==> src/hw/rtl/tcst_pkg.sv <==
package tcst_pkg;

  localparam int SLOT_COUNT = 16;
  localparam int SLOT_W     = (SLOT_COUNT > 1) ? $clog2(SLOT_COUNT) : 1;
  localparam int KEY_W      = 64;

  localparam logic [SLOT_W:0]   SLOT_CNT_C  = (SLOT_W + 1)'(SLOT_COUNT);
  localparam logic [SLOT_W-1:0] SLOT_LAST_C = SLOT_W'(SLOT_COUNT - 1);

  localparam logic [1:0] EV_DOWN   = 2'd0;
  localparam logic [1:0] EV_MOTION = 2'd1;
  localparam logic [1:0] EV_UP     = 2'd2;
  localparam logic [1:0] EV_CANCEL = 2'd3;

  typedef struct packed {
    logic [1:0]       event_kind;
    logic [KEY_W-1:0] touch_device_id;
    logic [KEY_W-1:0] finger_key;
  } tcst_in_t;

  typedef struct packed {
    logic [3:0] slot_index;
    logic [1:0] touch_phase;
  } tcst_out_t;

  typedef struct packed {
    logic               rd_en;
    logic [SLOT_W-1:0]  rd_addr;
    logic               wr_en;
    logic [SLOT_W-1:0]  wr_addr;
    logic [2*KEY_W-1:0] wr_key;
  } tcst_mem_req_t;

  // low four bits of a slot number
  function automatic logic [3:0] slot_to_index(input logic [SLOT_W-1:0] s);
    logic [SLOT_W+3:0] ext;
    ext = {4'b0000, s};
    return ext[3:0];
  endfunction

endpackage

==> src/hw/rtl/tcst_key_mem.sv <==
module tcst_key_mem
  import tcst_pkg::*;
(
  input  logic                 clk,
  input  tcst_mem_req_t        req,
  output logic [2*KEY_W-1:0]   rd_key
);

  logic [2*KEY_W-1:0] mem [SLOT_COUNT];

  always_ff @(posedge clk) begin
    if (req.wr_en) begin
      mem[req.wr_addr] <= req.wr_key;
    end
  end

  always_ff @(posedge clk) begin
    if (req.rd_en) begin
      rd_key <= mem[req.rd_addr];
    end
  end

endmodule

==> src/hw/rtl/tcst_engine.sv <==
module tcst_engine
  import tcst_pkg::*;
(
  input  logic               clk,
  input  logic               rst,
  input  logic               enable,
  input  logic               in_valid,
  output logic               in_stall,
  input  tcst_in_t           in_item,
  output logic               out_valid,
  input  logic               out_stall,
  output tcst_out_t          out_item,
  output tcst_mem_req_t      mem_req,
  input  logic [2*KEY_W-1:0] rd_key
);

  localparam logic [1:0] ST_IDLE = 2'd0;
  localparam logic [1:0] ST_SCAN = 2'd1;
  localparam logic [1:0] ST_DONE = 2'd2;

  logic [1:0]            state;
  logic [SLOT_COUNT-1:0] slot_valid;
  logic [1:0]            kind;
  logic [2*KEY_W-1:0]    key;
  logic [SLOT_W:0]       iss;
  logic                  pend;
  logic [SLOT_W-1:0]     pidx;
  logic                  hit;
  logic [SLOT_W-1:0]     slot_sel;

  logic                  accept;
  logic                  issue;
  logic                  cmp_hit;
  logic                  free_any;
  logic [SLOT_W-1:0]     free_lo;
  logic                  out_free;
  logic                  ended;
  logic                  emit;
  logic [SLOT_W-1:0]     slot_res;

  // lowest free slot
  always_comb begin
    free_any = 1'b0;
    free_lo  = '0;
    for (int i = SLOT_COUNT - 1; i >= 0; i--) begin
      if (!slot_valid[i]) begin
        free_any = 1'b1;
        free_lo  = SLOT_W'(i);
      end
    end
  end

  assign in_stall = (state != ST_IDLE);
  assign accept   = in_valid && !in_stall;
  assign issue    = (state == ST_SCAN) && (iss < SLOT_CNT_C);
  assign cmp_hit  = pend && slot_valid[pidx] && (rd_key == key);
  assign out_free = !out_valid || !out_stall;
  assign ended    = (kind == EV_UP) || (kind == EV_CANCEL);
  assign slot_res = hit ? slot_sel : free_lo;
  assign emit     = (state == ST_DONE) && (hit || free_any) && out_free;

  assign mem_req.rd_en   = issue;
  assign mem_req.rd_addr = iss[SLOT_W-1:0];
  assign mem_req.wr_en   = emit && !hit;
  assign mem_req.wr_addr = free_lo;
  assign mem_req.wr_key  = key;

  always_ff @(posedge clk) begin
    if (rst) begin
      state      <= ST_IDLE;
      slot_valid <= '0;
      pend       <= 1'b0;
      hit        <= 1'b0;
      out_valid  <= 1'b0;
    end else begin
      if (emit) begin
        out_valid <= 1'b1;
      end else if (out_valid && !out_stall) begin
        out_valid <= 1'b0;
      end
      unique case (state)
        ST_IDLE: begin
          if (accept && enable) begin
            kind  <= in_item.event_kind;
            key   <= {in_item.touch_device_id, in_item.finger_key};
            iss   <= '0;
            pend  <= 1'b0;
            hit   <= 1'b0;
            state <= ST_SCAN;
          end
        end
        ST_SCAN: begin
          if (issue) begin
            iss <= iss + 1'b1;
          end
          pidx <= iss[SLOT_W-1:0];
          if (cmp_hit) begin
            hit      <= 1'b1;
            slot_sel <= pidx;
            pend     <= 1'b0;
            state    <= ST_DONE;
          end else if (pend && (pidx == SLOT_LAST_C)) begin
            pend  <= 1'b0;
            state <= ST_DONE;
          end else begin
            pend <= issue;
          end
        end
        ST_DONE: begin
          if (!hit && !free_any) begin
            state <= ST_IDLE;
          end else if (out_free) begin
            out_item.slot_index  <= slot_to_index(slot_res);
            out_item.touch_phase <= kind;
            slot_valid[slot_res] <= !ended;
            state                <= ST_IDLE;
          end
        end
        default: begin
          state <= ST_IDLE;
        end
      endcase
    end
  end

`ifndef NO_ASSERTIONS
  a_idle_no_pend: assert property (@(posedge clk) disable iff (rst)
    (state == ST_IDLE) |-> !pend)
    else $error("compare pending while idle");

  a_hit_valid: assert property (@(posedge clk) disable iff (rst)
    (state == ST_DONE && hit) |-> slot_valid[slot_sel])
    else $error("matched slot is not valid");

  a_end_frees: assert property (@(posedge clk) disable iff (rst)
    (emit && ended) |=> !slot_valid[$past(slot_res)])
    else $error("ended contact left slot valid");

  a_claim_sets: assert property (@(posedge clk) disable iff (rst)
    (emit && !ended) |=> slot_valid[$past(slot_res)] && out_valid)
    else $error("active contact slot not marked valid");

  a_no_write_on_hit: assert property (@(posedge clk) disable iff (rst)
    mem_req.wr_en |-> (state == ST_DONE) && !slot_valid[mem_req.wr_addr])
    else $error("key write to a live slot");
`endif

endmodule

==> src/hw/rtl/touch_contact_slot_tracker_unit.sv <==
// Touch contact slot tracker.
// Input channel (in_valid / in_stall / in_item): one touch event per item,
// carrying the event kind, device id and finger id. The block takes one
// event at a time; in_stall stays high while an event is being resolved.
// Output channel (out_valid / out_stall / out_item): zero or one item per
// event, giving the slot index and touch phase. No item is produced when
// input_enable is zero or when the table is full with no matching slot.
// The sweep through the key memory (one slot per cycle) runs to the last
// slot when no slot matches; a match at slot k ends it early.
// Disabled events are dropped on acceptance.
// Result is held in an output register; a new event is accepted while it
// waits. If the receiver stalls and the next result is ready, the block
// holds it until the output register frees.
// Reset (rst, synchronous) clears all slot valid marks and sets
// input_enable to 1. Key storage is not cleared.
// APB register at byte address 0: bit 0 is input_enable.
module touch_contact_slot_tracker_unit
  import tcst_pkg::*;
(
  input  logic        clk,
  input  logic        rst,
  input  logic        in_valid,
  output logic        in_stall,
  input  tcst_in_t    in_item,
  output logic        out_valid,
  input  logic        out_stall,
  output tcst_out_t   out_item,
  input  logic        psel,
  input  logic        penable,
  input  logic        pwrite,
  input  logic [2:0]  paddr,
  input  logic [31:0] pwdata,
  output logic [31:0] prdata,
  output logic        pready
);

  localparam logic [2:0] ADDR_INPUT_ENABLE = 3'd0;

  logic               input_enable;
  tcst_mem_req_t      mem_req;
  logic [2*KEY_W-1:0] rd_key;

  assign pready = 1'b1;
  assign prdata = (paddr == ADDR_INPUT_ENABLE) ? {31'b0, input_enable} : 32'b0;

  always_ff @(posedge clk) begin
    if (rst) begin
      input_enable <= 1'b1;
    end else if (psel && penable && pwrite && pready && (paddr == ADDR_INPUT_ENABLE)) begin
      input_enable <= pwdata[0];
    end
  end

  tcst_engine u_engine (
    .clk       (clk),
    .rst       (rst),
    .enable    (input_enable),
    .in_valid  (in_valid),
    .in_stall  (in_stall),
    .in_item   (in_item),
    .out_valid (out_valid),
    .out_stall (out_stall),
    .out_item  (out_item),
    .mem_req   (mem_req),
    .rd_key    (rd_key)
  );

  tcst_key_mem u_key_mem (
    .clk    (clk),
    .req    (mem_req),
    .rd_key (rd_key)
  );

endmodule

==> config.mk <==
export PLATFORM = sky130hd
export DESIGN_NAME = touch_contact_slot_tracker_unit
export DESIGN_NICKNAME = d
export VERILOG_FILES = /design/src/hw/rtl/tcst_pkg.sv /design/src/hw/rtl/tcst_key_mem.sv /design/src/hw/rtl/tcst_engine.sv /design/src/hw/rtl/touch_contact_slot_tracker_unit.sv
export SDC_FILE = /design/constraint.sdc
export NUM_CORES = 2
export LEC_CHECK = 0
export BUFFER_PORTS_ARGS = -buffer_cell sky130_fd_sc_hd__buf_2
export CELL_PAD_IN_SITES_DETAIL_PLACEMENT = 0
export CELL_PAD_IN_SITES_GLOBAL_PLACEMENT = 2
export CORE_ASPECT_RATIO = 0.9
export CORE_MARGIN = 1.5
export CORE_UTILIZATION = 41
export CTS_CLUSTER_SIZE = 20
export DETAILED_ROUTE_END_ITERATION = 10
export GPL_TIMING_DRIVEN = 0
export PLACE_DENSITY = 0.67
export SYNTH_ARGS = -nofsm -noshare
export SYNTH_HDL_FRONTEND = slang
export SYNTH_SLANG_ARGS = --single-unit
==> constraint.sdc <==
create_clock -name clk -period 7.1 [get_ports clk]
set_input_delay 0.71 -clock clk [delete_from_list [all_inputs] [get_ports clk]]
set_output_delay 0.71 -clock clk [all_outputs]
set_load 0.01 [all_outputs]
# == Yosys cells after proc, flatten, opt, wreduce, memory -nomap -nowiden ==
# Memories as Yosys holds them, arrays and structs flattened. A register that Yosys moved wholly into a read port is not among the register bits.
# Index checks and enable logic that the tools add are counted.
# op_classes
addsub,1
n_lt_le_gt_ge,4
eq_ne,11
mux,58
bitwise,2
reduce_logical,38
# ops
operator,n
== test 128 bit,1
2-to-1 mux 4 bit,17
2-to-1 mux 1 bit,27
bitwise mux 16 bit,1
logical AND 1 bit,15
AND reduction 3 bit,5
< comparator 4 x 5 -> 1 bit (second input constant),2
2-to-1 mux 2 bit,5
2-to-1 mux 5 bit,2
one-hot mux 5 bit (2 select lines),1
AND reduction 4 bit,2
== test 2 bit (second input constant),3
zero test 1 bit,6
!= test 2 x 1 -> 1 bit (second input constant),3
!= test 3 x 2 -> 1 bit (second input constant),2
one-hot mux 2 bit (3 select lines),1
nonzero test 2 bit,3
adder 5 x 1 -> 5 bit (second input constant),1
< comparator 5 bit (second input constant),1
binary-select mux 1 bit (select 4 bit),1
demux 1 bit (select 4 bit),1
== test 4 bit (second input constant),1
>= comparator 4 x 1 -> 1 bit (second input constant),1
one-hot mux 1 bit (2 select lines),2
other kinds (6),10
# totals
regBits,171
ram_bits,2048
wordCells,128
n_memories,1
# memory_table
name,depth,width,read_ports,rd_ports_with_merged_regs,wr,line_no,text
u_key_mem.mem,16,128,1,1,1,tcst_key_mem.sv:9,logic [2*KEY_W-1:0] mem [SLOT_COUNT];

# == Depth between registers and ports, before layout ==
# depth
word_depth,22
depth_mapped,10
ltp_nobuf,8

# == Cells and area by module ==
# From an unflattened synthesis, not the netlist that was laid out.
# unflattened
cells_unflattened,3995
hier_area_um2,88727.6
# by_module_without_submodules
mod,instances,cells_per_inst,area_per_inst_um2,seq_area_each_um2
tcst_key_mem,1,3365,80612.3,65342.7
tcst_engine,1,589,7806.2,4894.7
touch_contact_slot_tracker_unit,1,41,309.0,20.0

# == Least setup slack after synthesis ==
# No wires, ideal clock.
# synth_path
path_type,input to register
start,input port out_stall
end,"memory u_key_mem.mem[4][0] in the netlist's numbering, enable pin"
t_arrival_ps,6806
required_ps,6483
slack_ps,-324
path_stages,4
path_cell_list,nand2_1 > o311ai_2 > or4_1 > nor2_1
# synth_via
elab_chain_cells,6
# synth_rtl
item,line_no,text
from (decl),touch_contact_slot_tracker_unit.sv:26,"input logic out_stall,"
zero test 1 bit,tcst_engine.sv:57,assign out_free = !out_valid || !out_stall;
logical OR 1 bit,tcst_engine.sv:57,
logical AND 1 bit,tcst_engine.sv:60,assign emit = (state == ST_DONE) && (hit || free_any) && out_free;
logical AND 1 bit,tcst_engine.sv:64,assign mem_req.wr_en = emit && !hit;
2-to-1 mux 1 bit,tcst_key_mem.sv:12,if (req.wr_en) begin
2-to-1 mux 1 bit (not written as such),tcst_key_mem.sv:13,mem[req.wr_addr] <= req.wr_key;
to (decl),tcst_key_mem.sv:9,
# Every way passes these cells.

# == Final worst setup path ==
# layout_path
start,register u_engine.iss[0]
end,"register u_key_mem.rd_key[99] (read register of u_key_mem.mem), data pin"
# layout_via
elab_chain_cells,2
# layout_rtl
item,line_no,text
from (decl),tcst_engine.sv:25,logic [SLOT_W:0] iss;
from (signal assigned),tcst_engine.sv:94,iss <= iss + 1'b1;
< comparator 5 bit,tcst_engine.sv:55,assign issue = (state == ST_SCAN) && (iss < SLOT_CNT_C);
logical AND 1 bit,tcst_engine.sv:55,
to (decl),tcst_key_mem.sv:6,output logic [2*KEY_W-1:0] rd_key
# Several ways; a longest one is shown, not always the timed one.
# A chain may end at the register's enable or synchronous reset.

==> impl_summary.log <==
INFO  metric hold_slack = 0.05685 ns
INFO  metric cts_setup_buffers = 0
INFO  metric max_vdd_drop = 212.5 µV
INFO  metric cell_with_the_biggest_individual_delay_on_the_critical_path = sky130_fd_sc_hd__clkbuf_1
INFO  metric grt_pass1_vias = roughly 42k
INFO  metric postSynthAreaPerCell = approximately 24 µm²
INFO  metric power_density = between 200 and 300 nW/µm²
INFO  metric synth_edf_count = 2325
INFO  metric tritoncts.num_buffers = roughly 230
INFO  metric final.fill_count = 17.18k
INFO  metric final-setup-viol-count = 0
INFO  metric rsz0062_at_grt = false
INFO  metric post-route-min-period = around 4.4 ns
INFO  metric timing.clock.skew = between 0.07 and 0.08 ns
INFO  metric power = around 30 mW
INFO  metric critPathMaxFanout = 10
INFO  metric final_max_slew_viols = 0
INFO  metric detail_route.iter0.violations = about 5.3k
INFO  metric hold_violations = 0
INFO  metric antenna_violating_nets_post_route = 0
INFO  metric reg2reg_from = u_engine.iss[0]
INFO  metric globalRouteOverflowTotal = 0
INFO  metric synth_cell_types = 69
INFO  metric post_route_clock_period_utilization = 0.6205
INFO  metric core_ar = between 200000 and 250000 µm²
INFO  metric final.setup.tns = 0 ns
INFO  metric clock_tree.htree_level_count = 4
INFO  metric tritoncts_num_sinks = ~2.3k
INFO  metric route.detailed.drc = 0
INFO  metric fp.dieArea = 219400 µm²
INFO  metric tightestPinTransition = 1.462 ns
INFO  metric cts.root.buffer_cell = sky130_fd_sc_hd__clkbuf_16
INFO  metric dp_hpwl = approximately 160000 µm
INFO  metric crit_arrival = about 5.0 ns
INFO  metric first_pass_iters = 5
INFO  metric preCtsSetupSlack = 2.557 ns
INFO  metric startpoint_of_the_most_critical_hold_path = in_item[11]
INFO  metric seq_area_frac_synth = 0.7911
INFO  metric final_net_count = 4461
INFO  metric min_path_cells = 1
INFO  metric worst-endpoint-required = 7.70 ns
INFO  metric synth_area = 88810 µm²
INFO  metric min_delay_worst_endpoint = u_engine.key[11]
INFO  metric reg2reg_depth = 5
INFO  metric cts_tree = built
INFO  metric top_level_ports = 213
INFO  metric crit_path_cell_trace = buf_2 -> clkbuf_1 -> clkbuf_1 -> mux4_2 -> mux4_2
INFO  metric grt_util_all_layers = 0.2219
INFO  metric grt_first_pass_wirelength = 336900 µm
INFO  metric routed_via_density = 5.777
INFO  metric static_leakage = 32.27 nW
INFO  metric synthCells = around 3.7k
INFO  metric antenna_found_initial = 9
INFO  metric worst-setup-path-type = register to register
INFO  metric worstSetupEndpointType = register
INFO  metric critPathMaxStageDelay = 1.10 ns
INFO  metric postLayoutSetupSlackWorst = about 2.7 ns
INFO  metric synth.ff_latch_count = approximately 2.3k
INFO  metric relative_max_transition_margin = 0.01637
INFO  metric worst-r2r-setup-slack = roughly 2.7 ns
INFO  metric hold_path.class = input port to register
INFO  metric detail_route.wl_per_cell = about 33 µm
INFO  metric starting_density = 0.4139
INFO  metric syn_to_final_growth = 17.22%
INFO  metric wl = roughly 240000 µm
INFO  metric fmax = roughly 230 MHz
INFO  metric yosys_most_used_dff = sky130_fd_sc_hd__edfxtp_1
INFO  metric io_buffers = between 100 and 150
INFO  metric maxCapViolCount = 1
INFO  metric layout_cells_sized_above_1 = 0.2929
INFO  metric failed_checks = capacitance limit
INFO  metric fp-row-count = 161
INFO  metric clkTransAtPathRegs = roughly 0.060 ns
INFO  metric chipWidth = 493.6 µm
INFO  metric regToRegEndpoint = u_key_mem.rd_key[99]
INFO  metric postSynth.asyncResetShare = 0
INFO  metric dr_total_vias = about 42k
INFO  metric cts.path.max_buffers = 3
INFO  metric clk-insertion-delay-late = 0.89 ns
INFO  metric yosys_warnings = 0
INFO  metric status = finished, violations left
INFO  metric die_h = 444.5 µm
INFO  metric start_kind = register
INFO  metric place.gp.congestion = 0.8281
INFO  metric pin_count_of_the_biggest_net_entering_global_routing = 26
==> per-stage QoR <==
step / std cells / utilization / cell area, µm²
2_1_floorplan: 3703 / - / 88920
3_3_place_gp: 6703 / 0.4346 / 93230
3_5_place_dp: 6828 / 0.4475 / 95990
4_1_cts: 7327 / 0.4851 / 104100
5_1_grt: 7329 / 0.4852 / 104100
6_report: 7332 / 0.4852 / 104100
==> cell families after synthesis <==
group,Yosys count,share of synthesized area
AOI/OAI and AO/OA,81,0.007059
xor gates and xnor gates,78,0.007693
adders and majority gates,1,0.0001409
buffers and inverters,225,0.01090
DFF,2347,0.7911
muxes,650,0.1640
other,2,0.00008457
and+or+nand+nor,289,0.01896
==> Yosys cell counts, types with 5 or more instances <==
library cell                count  area share
sky130_fd_sc_hd__a2111oi_0      7     0.00069
sky130_fd_sc_hd__a311oi_1       8     0.00079
sky130_fd_sc_hd__a31oi_1       18      0.0013
sky130_fd_sc_hd__buf_1         52      0.0022
sky130_fd_sc_hd__buf_4         32      0.0027
sky130_fd_sc_hd__clkbuf_1     100      0.0042
sky130_fd_sc_hd__dfxtp_1       22      0.0050
sky130_fd_sc_hd__edfxtp_1    2325        0.79
sky130_fd_sc_hd__inv_1         34      0.0014
sky130_fd_sc_hd__mux4_2       644        0.16
sky130_fd_sc_hd__nand2_1       25      0.0011
sky130_fd_sc_hd__nand2b_1      23      0.0016
sky130_fd_sc_hd__nand3_1       10     0.00056
sky130_fd_sc_hd__nand4_1       35      0.0025
sky130_fd_sc_hd__nor2_1        40      0.0017
sky130_fd_sc_hd__nor2b_1       60      0.0042
sky130_fd_sc_hd__nor3_1        16     0.00090
sky130_fd_sc_hd__nor4_1        44      0.0031
sky130_fd_sc_hd__o22ai_1        7     0.00049
sky130_fd_sc_hd__or3_1          6     0.00042
sky130_fd_sc_hd__or4_1          5     0.00042
sky130_fd_sc_hd__xnor2_1       28      0.0028
sky130_fd_sc_hd__xor2_1        50      0.0049
==> state kept, by name (all words and copies together) (netlist names) <==
name,cells
input_enable,1
u_engine.hit,1
u_engine.iss,5
u_engine.key,128
u_engine.kind,2
u_engine.out_item,6
u_engine.out_valid,1
u_engine.pend,1
u_engine.pidx,4
u_engine.slot_sel,4
u_engine.slot_valid,16
u_engine.state,2
u_key_mem.mem,2048
u_key_mem.rd_key,128
==> area by class of cell <==
class | count | area [µm²] | area share
Antenna cell | 4 | 10.01 | 0.00009615
Tap cell | 2852 | 3568 | 0.03428
Buffer | 187 | 837.1 | 0.008041
Inverter | 38 | 142.6 | 0.001370
Clock buffer | 292 | 5966 | 0.05731
Timing Repair Buffer | 356 | 4199 | 0.04034
Sequential cell | 2347 | 70260 | 0.6749
Clock inverter | 125 | 1294 | 0.01243
Multi-Input combinational cell | 1131 | 17830 | 0.1713
==> where the power goes <==
| part | internal, mW | total, mW | switching, mW |
|---|---|---|---|
| clock | 6.61 | 11.9 | 5.26 |
| combinational | 0.862 | 2.01 | 1.14 |
| sequential | 15.5 | 15.7 | 0.255 |
| total | 22.9 | 29.6 | 6.66 |
==> worst max-delay path: cells and delay by family (launching register included) <==
family	cells	cell delay, ns
flip-flops	1	0.40
multiplexers	2	1.20
buffers and inverters	3	2.51
==> layout by cell type, fill, tap and decap left out, drive strengths merged, types with 22 or more instances in the layout <==
cell / Yosys / final
buf: 87 / 361
clkbuf: 100 / 392
clkinv: 3 / 98
conb: 2 / 32
dfxtp: 22 / 22
dlygate4sd3: 0 / 82
edfxtp: 2325 / 2325
inv: 35 / 41
mux4: 644 / 644
nand2: 25 / 25
nand2b: 23 / 23
nand4: 36 / 36
nor2: 41 / 41
nor2b: 61 / 61
nor4: 46 / 46
xnor2: 28 / 28
xor2: 50 / 50
==> metal layers <==
| layer | part of all wire | global-route usage |
|---|---|---|
| met1 | 0.43 | 0.3265 |
| met2 | 0.48 | 0.3483 |
| met3 | 0.073 | 0.04202 |
| met4 | 0.016 | 0.04320 |
| met5 | 0.00014 | 0 |
==> how the worst max path moves through the flow <==
stage / from / end / slack, ns / cells past startpoint
6_report: u_engine.iss[0] / u_key_mem.rd_key[99] / 2.69 / 5
2_1_floorplan: out_stall / u_key_mem.mem[4][0] / -0.32 / 4
5_1_grt: u_engine.iss[0] / u_key_mem.rd_key[101] / 2.56 / 5
3_3_place_gp: out_stall / u_key_mem.mem[6][90] / -9.25 / 5
3_5_place_dp: u_engine.iss[0] / u_key_mem.rd_key[14] / 2.56 / 5
4_1_cts: u_engine.iss[0] / u_key_mem.rd_key[14] / 2.54 / 5
==> what timing repair did <==
action | in CTS | in global routing
gates resized for setup | 0 | 0
hold buffers | 82 | 0
endpoints found under the hold margin | 82 | 0
No activity file was read; power rests on OpenSTA's default activity.
